===== src/design/bped_pkg.sv =====
package bped_pkg;

  // Result kinds
  localparam logic [1:0] KIND_ENTRY      = 2'd0;
  localparam logic [1:0] KIND_OK         = 2'd1;
  localparam logic [1:0] KIND_SHORT      = 2'd2;
  localparam logic [1:0] KIND_BAD_HEADER = 2'd3;

  // Packet types
  localparam logic [1:0] TYPE_W24 = 2'd0;
  localparam logic [1:0] TYPE_W47 = 2'd1;
  localparam logic [1:0] TYPE_W64 = 2'd2;

  // Header pairs
  localparam logic [7:0] HDR_W24_FIRST  = 8'h1d;
  localparam logic [7:0] HDR_W24_SECOND = 8'h1a;
  localparam logic [7:0] HDR_W47_FIRST  = 8'h0c;
  localparam logic [7:0] HDR_W47_SECOND = 8'haa;
  localparam logic [7:0] HDR_W64_FIRST  = 8'h0e;
  localparam logic [7:0] HDR_W64_SECOND = 8'h55;

  localparam logic [6:0] WIDTH_W24 = 7'd24;
  localparam logic [6:0] WIDTH_W47 = 7'd47;
  localparam logic [6:0] WIDTH_W64 = 7'd64;

  // Byte positions within a packet
  localparam logic [2:0] POS_ID_HI   = 3'd0;
  localparam logic [2:0] POS_ID_LO   = 3'd1;
  localparam logic [2:0] POS_SUB_HI  = 3'd2;
  localparam logic [2:0] POS_SUB_LO  = 3'd3;
  localparam logic [2:0] POS_HDR_1ST = 3'd4;
  localparam logic [2:0] POS_HDR_2ND = 3'd5;
  localparam logic [2:0] POS_DATA    = 3'd6;

  typedef struct packed {
    logic [7:0] byte_value;
    logic       end_of_packet;
  } in_word_t;

  typedef struct packed {
    logic [1:0]  result_kind;
    logic [63:0] entry_value;
    logic [1:0]  packet_type;
    logic [15:0] dest_id;
    logic [15:0] dest_sub_id;
    logic        run_end;
  } out_word_t;

  function automatic logic [6:0] width_of_type(input logic [1:0] t);
    logic [6:0] w;
    case (t)
      TYPE_W24: w = WIDTH_W24;
      TYPE_W47: w = WIDTH_W47;
      default:  w = WIDTH_W64;
    endcase
    return w;
  endfunction

endpackage


===== src/design/bit_packed_entry_deframer.sv =====
// Deframer for bit-packed entries. Takes one packet byte per word, with
// end_of_packet on the final byte, and returns entry words (24, 47 or 64
// bits wide, as the header selects) followed by one status word per packet.
// A byte is taken every cycle while results flow one per cycle; a byte that
// both completes an entry and ends the packet yields two result words, and
// the next byte waits while the two-word result buffer drains. The first
// result of a byte appears on out_data the cycle after it is accepted.
module bit_packed_entry_deframer (
  input  logic                clk,
  input  logic                rst_n,
  input  logic                in_valid,
  output logic                in_ready,
  input  bped_pkg::in_word_t  in_data,
  output logic                out_valid,
  input  logic                out_ready,
  output bped_pkg::out_word_t out_data
);
  import bped_pkg::*;

  out_word_t  res0, res1;
  logic [1:0] res_count;
  logic       accept;
  logic       pop;

  out_word_t  slot0_r, slot1_r;
  logic [1:0] count_r;

  assign out_valid = (count_r != 2'd0);
  assign out_data  = slot0_r;
  assign pop       = out_valid && out_ready;
  // room for up to two results once the head word leaves
  assign in_ready  = (count_r == 2'd0) || (count_r == 2'd1 && out_ready);
  assign accept    = in_valid && in_ready;

  bped_unpack u_unpack (
    .clk       (clk),
    .rst_n     (rst_n),
    .accept    (accept),
    .in_word   (in_data),
    .res0      (res0),
    .res1      (res1),
    .res_count (res_count)
  );

  always_ff @(posedge clk) begin
    if (!rst_n) begin
      count_r <= 2'd0;
    end else if (accept) begin
      count_r <= res_count;
    end else if (pop) begin
      count_r <= count_r - 2'd1;
    end
  end

  always_ff @(posedge clk) begin
    if (accept) begin
      slot0_r <= res0;
      slot1_r <= res1;
    end else if (pop) begin
      slot0_r <= slot1_r;
    end
  end

endmodule


===== src/design/bped_unpack.sv =====
module bped_unpack (
  input  logic                clk,
  input  logic                rst_n,
  input  logic                accept,
  input  bped_pkg::in_word_t  in_word,
  output bped_pkg::out_word_t res0,
  output bped_pkg::out_word_t res1,
  output logic [1:0]          res_count
);
  import bped_pkg::*;

  logic [2:0]  byte_index_r, byte_index_nxt;
  logic [15:0] id_r, id_nxt;
  logic [15:0] sub_id_r, sub_id_nxt;
  logic [7:0]  header_first_r, header_first_nxt;
  logic [1:0]  type_r, type_nxt;
  logic        header_bad_r, header_bad_nxt;
  logic [63:0] acc_r, acc_nxt;
  logic [6:0]  bits_left_r, bits_left_nxt;

  logic [7:0]  b;
  logic [63:0] b64;
  logic [6:0]  w;
  logic [6:0]  bl_less;
  logic [3:0]  extra;
  logic [6:0]  bl_after;
  logic [7:0]  b_low;
  logic        have_entry;
  out_word_t   entry_res, status_res;

  assign b   = in_word.byte_value;
  assign b64 = {56'd0, b};
  assign w   = width_of_type(type_r);

  always_comb begin
    byte_index_nxt   = byte_index_r;
    id_nxt           = id_r;
    sub_id_nxt       = sub_id_r;
    header_first_nxt = header_first_r;
    type_nxt         = type_r;
    header_bad_nxt   = header_bad_r;
    acc_nxt          = acc_r;
    bits_left_nxt    = bits_left_r;
    have_entry       = 1'b0;
    bl_less          = bits_left_r - 7'd8;
    extra            = 4'd8 - {1'b0, bits_left_r[2:0]};
    bl_after         = w - {3'd0, extra};
    b_low            = b & (8'hff >> bits_left_r[2:0]);
    entry_res        = '0;
    status_res       = '0;
    res0             = '0;
    res1             = '0;
    res_count        = 2'd0;

    if (accept) begin
      case (byte_index_r)
        POS_ID_HI:   id_nxt = {b, 8'd0};
        POS_ID_LO:   id_nxt = {id_r[15:8], b};
        POS_SUB_HI:  sub_id_nxt = {b, 8'd0};
        POS_SUB_LO:  sub_id_nxt = {sub_id_r[15:8], b};
        POS_HDR_1ST: header_first_nxt = b;
        POS_HDR_2ND: begin
          header_bad_nxt = 1'b0;
          if (header_first_r == HDR_W24_FIRST && b == HDR_W24_SECOND) begin
            type_nxt = TYPE_W24;
          end else if (header_first_r == HDR_W47_FIRST && b == HDR_W47_SECOND) begin
            type_nxt = TYPE_W47;
          end else if (header_first_r == HDR_W64_FIRST && b == HDR_W64_SECOND) begin
            type_nxt = TYPE_W64;
          end else begin
            type_nxt       = TYPE_W24;
            header_bad_nxt = 1'b1;
          end
          acc_nxt       = '0;
          bits_left_nxt = width_of_type(type_nxt);
        end
        default: begin
          if (!header_bad_r) begin
            if (bits_left_r >= 7'd8) begin
              bits_left_nxt = bl_less;
              acc_nxt       = acc_r | (b64 << bl_less);
              if (bl_less == 7'd0) begin
                have_entry            = 1'b1;
                entry_res.entry_value = acc_nxt;
                acc_nxt               = '0;
                bits_left_nxt         = w;
              end
            end else begin
              // byte straddles two entries: high bits close this one
              have_entry            = 1'b1;
              entry_res.entry_value = acc_r | (b64 >> extra);
              bits_left_nxt         = bl_after;
              acc_nxt               = {56'd0, b_low} << bl_after;
            end
          end
        end
      endcase

      entry_res.result_kind = KIND_ENTRY;
      entry_res.packet_type = type_r;
      entry_res.dest_id     = id_r;
      entry_res.dest_sub_id = sub_id_r;
      entry_res.run_end     = !in_word.end_of_packet;

      if (byte_index_r < POS_DATA) begin
        byte_index_nxt = byte_index_r + 3'd1;
      end

      status_res.run_end = 1'b1;
      if (byte_index_r < POS_DATA) begin
        status_res.result_kind = KIND_SHORT;
      end else if (header_bad_nxt) begin
        status_res.result_kind = KIND_BAD_HEADER;
        status_res.dest_id     = id_nxt;
        status_res.dest_sub_id = sub_id_nxt;
      end else begin
        status_res.result_kind = KIND_OK;
        status_res.packet_type = type_nxt;
        status_res.dest_id     = id_nxt;
        status_res.dest_sub_id = sub_id_nxt;
      end

      if (have_entry) begin
        res0      = entry_res;
        res1      = status_res;
        res_count = in_word.end_of_packet ? 2'd2 : 2'd1;
      end else begin
        res0      = status_res;
        res_count = in_word.end_of_packet ? 2'd1 : 2'd0;
      end

      if (in_word.end_of_packet) begin
        byte_index_nxt = POS_ID_HI;
        header_bad_nxt = 1'b0;
        acc_nxt        = '0;
        bits_left_nxt  = '0;
      end
    end
  end

  always_ff @(posedge clk) begin
    if (!rst_n) begin
      byte_index_r   <= '0;
      id_r           <= '0;
      sub_id_r       <= '0;
      header_first_r <= '0;
      type_r         <= '0;
      header_bad_r   <= 1'b0;
      acc_r          <= '0;
      bits_left_r    <= '0;
    end else begin
      byte_index_r   <= byte_index_nxt;
      id_r           <= id_nxt;
      sub_id_r       <= sub_id_nxt;
      header_first_r <= header_first_nxt;
      type_r         <= type_nxt;
      header_bad_r   <= header_bad_nxt;
      acc_r          <= acc_nxt;
      bits_left_r    <= bits_left_nxt;
    end
  end

endmodule


===== config.mk =====
export PLATFORM = sky130hd
export DESIGN_NAME = bit_packed_entry_deframer
export DESIGN_NICKNAME = d
export VERILOG_FILES = /design/src/design/bped_pkg.sv /design/src/design/bit_packed_entry_deframer.sv /design/src/design/bped_unpack.sv
export SDC_FILE = /design/constraint.sdc
export NUM_CORES = 1
export LEC_CHECK = 0
export BUFFER_PORTS_ARGS = -buffer_cell sky130_fd_sc_hd__buf_2
export CORE_MARGIN = 4
export CORE_UTILIZATION = 45
export DETAILED_ROUTE_END_ITERATION = 16
export PLACE_DENSITY = 0.6
export SETUP_SLACK_MARGIN = 0.1
export SLEW_MARGIN = 25
export SYNTH_ARGS = -nofsm -noshare
export SYNTH_HDL_FRONTEND = slang
export SYNTH_SLANG_ARGS = --single-unit
export TNS_END_PERCENT = 1

===== constraint.sdc =====
create_clock -name clk -period 6.6 [get_ports clk]
set_clock_uncertainty 0.1 [all_clocks]
set_input_delay 0.66 -clock clk [delete_from_list [all_inputs] [get_ports clk]]
set_output_delay 0.66 -clock clk [all_outputs]
set_load 0.05 [all_outputs]

==> results of run 1 <==
-- Yosys cell counts, drive strengths merged, types with 17 or more instances --
cell type,n,area share (%)
a211oi,31,1.8
a21oi,154,5.6
a22oi,23,1.2
a31oi,33,1.5
buf,38,1.8
clkbuf,85,2.3
dfxtp,119,17
edfxtp,138,30
ha,21,1.9
inv,31,0.84
mux2i,33,2.4
nand2,139,3.8
nand2b,17,0.77
nand3,60,2.2
nor2,232,6.3
nor2b,31,1.5
nor3,32,1.3
o21ai,67,2.5
o22ai,43,1.9
-- layer usage --
layer	up-vias	part of all wire, %
met5	-	0
met4	0	2.6
met3	81	9.9
met2	628	42
met1	5883	45
li1	5744	-
-- cell type report --
class	instances	area share, %
clock buffers	39	4.801
clock inverters	13	1.190
inverters	34	0.8339
multi-input cells	1123	43.02
flip-flops and latches	257	42.23
well taps	390	3.158
repair buffers	136	4.769
-- critical path: cells and delay by family (launching register included) --
family	cells	cell delay (ps)
adder cells (fa/ha/maj)	2	1070
AND/OR/NAND/NOR	1	220
flip-flops	1	300
XOR/XNOR	2	400
multiplexers	1	350
buffers and inverters	2	660
AO/OA/AOI/OAI	3	1590
-- state kept, by name, summed over array words and instances (netlist names) --
signal                   cells
count_r                      2
out_data                   101
slot1_r                     37
u_unpack.acc_r              64
u_unpack.bits_left_r         7
u_unpack.byte_index_r        3
u_unpack.header_bad_r        1
u_unpack.header_first_r      8
u_unpack.id_r               16
u_unpack.sub_id_r           16
u_unpack.type_r              2
-- how the worst max path moves through the flow --
stage / cells past startpoint / end / slack (ps) / from
2_1_floorplan: 15 / u_unpack.acc_r[46]$_SDFFE_PN0P_ / 2510 / u_unpack.bits_left_r[1]$_SDFFE_PN0P_
3_3_place_gp: 9 / slot1_r[6]$_SDFFCE_PN0P_ / 2020 / u_unpack.bits_left_r[3]$_SDFFE_PN0P_
3_5_place_dp: 9 / slot1_r[2]$_SDFFCE_PN0P_ / 1810 / u_unpack.bits_left_r[3]$_SDFFE_PN0P_
4_1_cts: 9 / slot1_r[2]$_SDFFCE_PN0P_ / 1770 / u_unpack.bits_left_r[3]$_SDFFE_PN0P_
5_1_grt: 11 / u_unpack.acc_r[41]$_SDFFE_PN0P_ / 1550 / u_unpack.bits_left_r[0]$_SDFFE_PN0P_
6_report: 11 / u_unpack.acc_r[41]$_SDFFE_PN0P_ / 1760 / u_unpack.bits_left_r[0]$_SDFFE_PN0P_
-- through the flow --
| step | cell area, µm² | std cells | hold WS (ps) |
|---|---|---|---|
| after global routing | 15450 | 1992 | 379.0 |
| after floorplan | 13840 | 1537 | 340.5 |
| after global placement | 14510 | 1940 | 351.6 |
| after CTS | 15440 | 1992 | 365.6 |
| final | 15450 | 1992 | 366.1 |
| after detailed placement | 14510 | 1940 | 356.7 |
-- power groups by stage --
stage	clock network (mW)	logic [mW]	registers [mW]
6_report	1.60	1.36	1.93
3_5_place_dp	0	1.34	1.97
5_1_grt	1.69	1.44	1.95
4_1_cts	1.62	1.34	1.94
3_3_place_gp	0	1.34	1.97
2_1_floorplan	0	0.613	2.34
-- logic make-up (layout without fill, tap and decap cells) --
logic type	count (synthesis)	count (layout)	synth area share (%)
and+or+nand+nor	590	590	19.65
AOI/OAI and AO/OA	453	453	21.02
DFF	257	257	47.17
buffers and inverters	157	222	5.010
muxes	51	51	4.558
adders and majority gates	21	21	1.899
xor gates and xnor gates	8	8	0.6964
==> summary.md, run 1 <==
| Metric | Value |
|---|---|
| Pwr Density | 316.5 mW/mm² |
| Global Route Usage Sum | 25.01% |
| Remaining DRCs | 0 |
| H-tree depth | 1 |
| First-pass GRT wire length | 67.40 mm |
| Fill cell count | 2,837 |
| Req. time, crit path | 6950 ps |
| Sequential fraction of the synthesis area | 47.17% |
| Critical-path maximum fanout | 27 |
| Gr busiest metal | met1 |
| Post-CTS Setup Inserts | 0 |
| Max incr delay on CP | 960 ps |
| TritonRoute pass-1 iters | 6 |
| Slack of the critical path | 1757 ps |
| Hold path startpoint | u_unpack.sub_id_r[0]$_SDFFE_PN0P_ |
| Sw Ratio | 36.10% |
| Gate count after technology mapping | 1,537 |
| Full die area | 0.03362 mm² |
| CTS tree | done |
| Layout cells sized above 1 | 14.23% |
| Worst r2r src | u_unpack.bits_left_r[0]$_SDFFE_PN0P_ |
| P&R area growth vs syn | 11.69% |
| Clock sinks | 257 |
| DR vias/cell | 6.193 |
| Std-Cell Rows | 63 |
| Setup violators final | 0 |
| Area of the multi-input gates | 0.006648 mm² |
| CP most frequent cell | ha_1 |
| Clock network power share | 32.7% |
| Flops & latches, synth | 257 |
| Initial Util | 46.19% |
| Chip Height | 183.3 µm |
| Slew Viols, Final | 0 |
| Post-CTS sizing | 0 |
| Via count | 12,336 |
| Seq pwr share | 39.5% |
| Cts hold-fix bufs | 0 |
| Top Ports | 116 |
| DR iter-0 viols | 1,204 |
| Synth cell types | 87 |
| Syn Nets | 1,571 |
| Crit path capture type | flip-flop |
| Switching pwr | 1.765 mW |
| GP Congestion | 0.9969 |
| R2R Path End | u_unpack.acc_r[41]$_SDFFE_PN0P_ |
| Num CTS Buffers | 28 |
| Detail Route Antenna Nets | 0 |
| Vias in the first global route | 11,492 |
| Minimum clock period | 4843 ps |
| Clock-pin slew on the worst setup and hold paths | 60 ps |
| Commonest non-fill, non-tap cell in the layout | nor2_1 |
| Ys flop type | edfxtp_1 |
| Pre-CTS setup slack | 1807 ps |
| Setup CP Type | reg2reg |
| Dpl hpwl | 29.24 mm |
| DR WL/cell | 21.68 µm |
| Initial antenna violation count | 0 |
| Ys async rst share | 0% |
| Arr. time, crit path | 5190 ps |
| Pin count of the biggest net entering global routing | 97 |
| Worst VDD drop | 192.5 µV |
| Hold Crit Endpoint | u_unpack.sub_id_r[0]$_SDFFE_PN0P_ |
| Clock tree buffer depth | 3 |
| Register area | 0.006526 mm² |
| Pwr Total | 4.891 mW |
| Internal Power | 3.125 mW |
| Hold WC Path Type | reg2reg |
| Remaining global-route overflow | 0 |
| Number of synthesized flops with an enable pin | 138 |
| Core box area | 0.02995 mm² |
| Final core occ | 51.59% |
| Nets | 1,614 |
| Slew @ Worst Pin | 1124 ps |
| Worst reg2reg path depth | 11 |
| Met3 Use GR | 4.601% |
| Synth Warn # | 0 |
| Max-Cap Viols | 0 |
| Antenna Cells | 0 |
| Highest clock rate | 0.2065 GHz |
| Worst-path cell chain | buf_4, clkinv_1, ha_1, xnor2_1, ha_1, nand2b_1, mux2_4, xnor2_2, o311ai_0, a31oi_1, o22ai_1 |
| Avg Inst Size Synth | 9.002 µm² |
| Met2 global-route usage | 36.70% |
| Hold Vio Cnt, Final | 0 |
| Die width | 183.3 µm |
| Crit-path slowest cell | o311ai_0 |
| Leak | 5.471 nW |
| FF-to-FF setup slack | 1760 ps |
| Port-buffer cells | 115 |
| Outcome | completed |
| DRT Wirelength | 43.20 mm |
| GR Util met1 | 38.15% |
| Commonest cells after routing, fill and taps aside | nor2_1, a21oi_1, edfxtp_1, nand2_1, dfxtp_1 |
| CP startpoint kind | flip-flop |
| Netlist area before placement | 0.01384 mm² |
| Root Buffer Master | clkbuf_16 |
| Worst-case headroom to the max-slew limit | 24.47% |
| Clk_lat worst skew | 570 ps |
| Setup_tns | 0 ps |
| Logic gate share of total power | 27.8% |
| Hold Path Depth | 2 |
| RSZ-0062 raised after global routing | no |
| Crit share post-route | 73.38% |
(Power assumes the default switching activity.)
==> inputs of run 2 (changes only) <==
--- a/config.mk
+++ b/config.mk
@@ -9,7 +9,7 @@
 export CORE_MARGIN = 4
 export CORE_UTILIZATION = 45
 export DETAILED_ROUTE_END_ITERATION = 16
-export PLACE_DENSITY = 0.6
+export PLACE_DENSITY = 0.62
 export SETUP_SLACK_MARGIN = 0.1
 export SLEW_MARGIN = 25
 export SYNTH_ARGS = -nofsm -noshare
==> constraint.sdc (replaced) <==
create_clock -name clk -period 4.3 [get_ports clk]
set_clock_uncertainty 0.1 [all_clocks]
set_input_delay 0.43 -clock clk [delete_from_list [all_inputs] [get_ports clk]]
set_output_delay 0.43 -clock clk [all_outputs]
set_load 0.05 [all_outputs]
==> run 2 against run 1 <==
Compared with the run above: first-iteration DRC count up 16%; sequential power up 53%; critical path depth unchanged; final area up 2.2%; register-to-register slack worse by 1200 ps; combinational power up 60%; clock-buffer cell count down 2; die area unchanged; worst hold slack worse by 70 ps; flip-flop and latch count unchanged; fmax up 30%.
==> summary.md, run 2 (synthesis gave the netlist of run 1 again) <==
| Metric | Value |
|---|---|
| Hold WC Path Type | in2reg |
| Met2 global-route usage | 38.66% |
| Top Ports | 116 |
| Pwr Density | 486.1 mW/mm² |
| DR iter-0 viols | 1,398 |
| Hold WS | 296.0 ps |
| GP Congestion | 0.9614 |
| Clock-pin slew on the worst setup and hold paths | 60 ps |
| Post-CTS Setup Inserts | 0 |
| DR vias/cell | 6.118 |
| Buf/Inv on CP | 3 |
| DR WL/cell | 22.06 µm |
| Max incr delay on CP | 540 ps |
| Register area | 0.006526 mm² |
| Outcome | completed |
| RSZ-0062 raised after global routing | no |
| Post-Place Cells | 1,983 |
| Crit path capture type | flip-flop |
| Initial antenna violation count | 0 |
| Leak | 5.708 nW |
| Core box area | 0.02995 mm² |
| Crit share post-route | 86.55% |
| Number of flip-flops in the largest register | 101 |
| Via count | 12,457 |
| Highest clock rate | 0.2687 GHz |
| Vias in the first global route | 11,727 |
| Nets | 1,658 |
| Critical-path maximum fanout | 10 |
| Hold Vio Cnt, Final | 0 |
| Layout cells sized above 1 | 16.40% |
| Worst-path cell chain | clkinv_1, ha_1, inv_1, ha_1, inv_1, or4_1, o32ai_1, nor2_1, nor2_2, nand2_1, o22ai_1 |
| Post-route insts no fill | 2,036 |
| Die width | 183.3 µm |
| Pwr Total | 7.679 mW |
| Pin count of the biggest net entering global routing | 86 |
| TritonRoute pass-1 iters | 5 |
| Num CTS Buffers | 29 |
| First-pass GRT wire length | 69.55 mm |
| Clock tree buffer depth | 3 |
| Hold Path Depth | 3 |
| Worst reg2reg path depth | 11 |
| DRT Wirelength | 44.91 mm |
| Worst-case headroom to the max-slew limit | 40.28% |
| Clock sinks | 257 |
| Gr busiest metal | met1 |
| Global Route Usage Sum | 25.94% |
| Placed instance area | 0.01483 mm² |
| Setup CP Type | reg2reg |
| Worst VDD drop | 413.2 µV |
| Initial Util | 46.19% |
| Cts hold-fix bufs | 0 |
| Req. time, crit path | 4650 ps |
| Fin area | 0.01580 mm² |
| CP top delay family | simple AND/OR/NAND/NOR gates |
| CP Depth | 11 |
| Full die area | 0.03362 mm² |
| Commonest non-fill, non-tap cell in the layout | nor2_1 |
| Clk_lat worst skew | 550 ps |
| Post-CTS sizing | 0 |
| Area of the multi-input gates | 0.006628 mm² |
| Slew Viols, Final | 0 |
| CTS tree | done |
| Port-buffer cells | 115 |
| Crit-path slowest cell | or4_1 |
| Setup_tns | 0 ps |
| Remaining global-route overflow | 0 |
| Arr. time, crit path | 4080 ps |
| Chip Height | 183.3 µm |
| Remaining DRCs | 0 |
| Dpl hpwl | 31.79 mm |
| Commonest cells after routing, fill and taps aside | nor2_1, a21oi_1, edfxtp_1, nand2_1, dfxtp_1 |
| Antenna Cells | 0 |
| Detail Route Antenna Nets | 0 |
| Slew @ Worst Pin | 889.9 ps |
| H-tree depth | 1 |
| Met3 Use GR | 4.978% |
| Std-Cell Rows | 63 |
| CP startpoint kind | flip-flop |
| Fill cell count | 2,865 |
| GR Util met1 | 39.00% |
| Root Buffer Master | clkbuf_16 |
| Setup violators final | 0 |
| P&R area growth vs syn | 14.18% |
| Minimum clock period | 3722 ps |
| Max-Cap Viols | 0 |
==> run 2: cell types whose count changed in the layout (fill, tap and decap cells not counted), sizes merged <==
| cell | previous run | this run |
|---|---|---|
| buf | 136 | 179 |
| inv | 30 | 31 |
| clkinvlp | 2 | 1 |
| bufinv | 4 | 5 |
| clkinv | 11 | 13 |
| clkbuf | 39 | 37 |
==> run 2: layout make-up <==
class	count	share of cell area, %
multi-input cells	1123	41.95
flip-flops and latches	257	41.31
repair buffers	179	6.685
clock buffers	37	4.784
well taps	390	3.089
clock inverters	16	1.362
inverters	34	0.8158
==> run 2: path summary, 6_finish.rpt <==
path | start | endpoint | slack [ps]
worst min register to register | u_unpack.sub_id_r[4]$_SDFFE_PN0P_ | u_unpack.sub_id_r[4]$_SDFFE_PN0P_ | 360
worst max register to register | u_unpack.bits_left_r[0]$_SDFFE_PN0P_ | u_unpack.acc_r[0]$_SDFFE_PN0P_ | 580
worst min-delay path | in_data[2] | u_unpack.sub_id_r[1]$_SDFFE_PN0P_ | 300
worst max-delay path | u_unpack.bits_left_r[0]$_SDFFE_PN0P_ | u_unpack.acc_r[0]$_SDFFE_PN0P_ | 580
==> run 2: metal layers <==
layer  wire length, µm  part of all wire (%)
met1             20520                    46
met2             19510                    43
met3              3856                   8.6
met4              1025                   2.3
met5                 0                     0
==> run 2: power breakdown <==
group          switching, mW  internal [mW]
logic                   1.67          0.509
registers             0.0746           2.88
clock network           1.00           1.54
==> run 2: stage by stage <==
step | setup WS (ps) | util (%)
floorplan | 207.0 | -
global placement | 596.1 | 49.50
detailed placement | 570.2 | 49.50
CTS | 551.3 | 52.74
global route | 456.8 | 52.74
finish | 578.4 | 52.74
==> run 2: tightest hold or removal path, cell delays in order <==
cell and delay (ps):
buf_2 250, nand4_1 130, a21oi_1 60
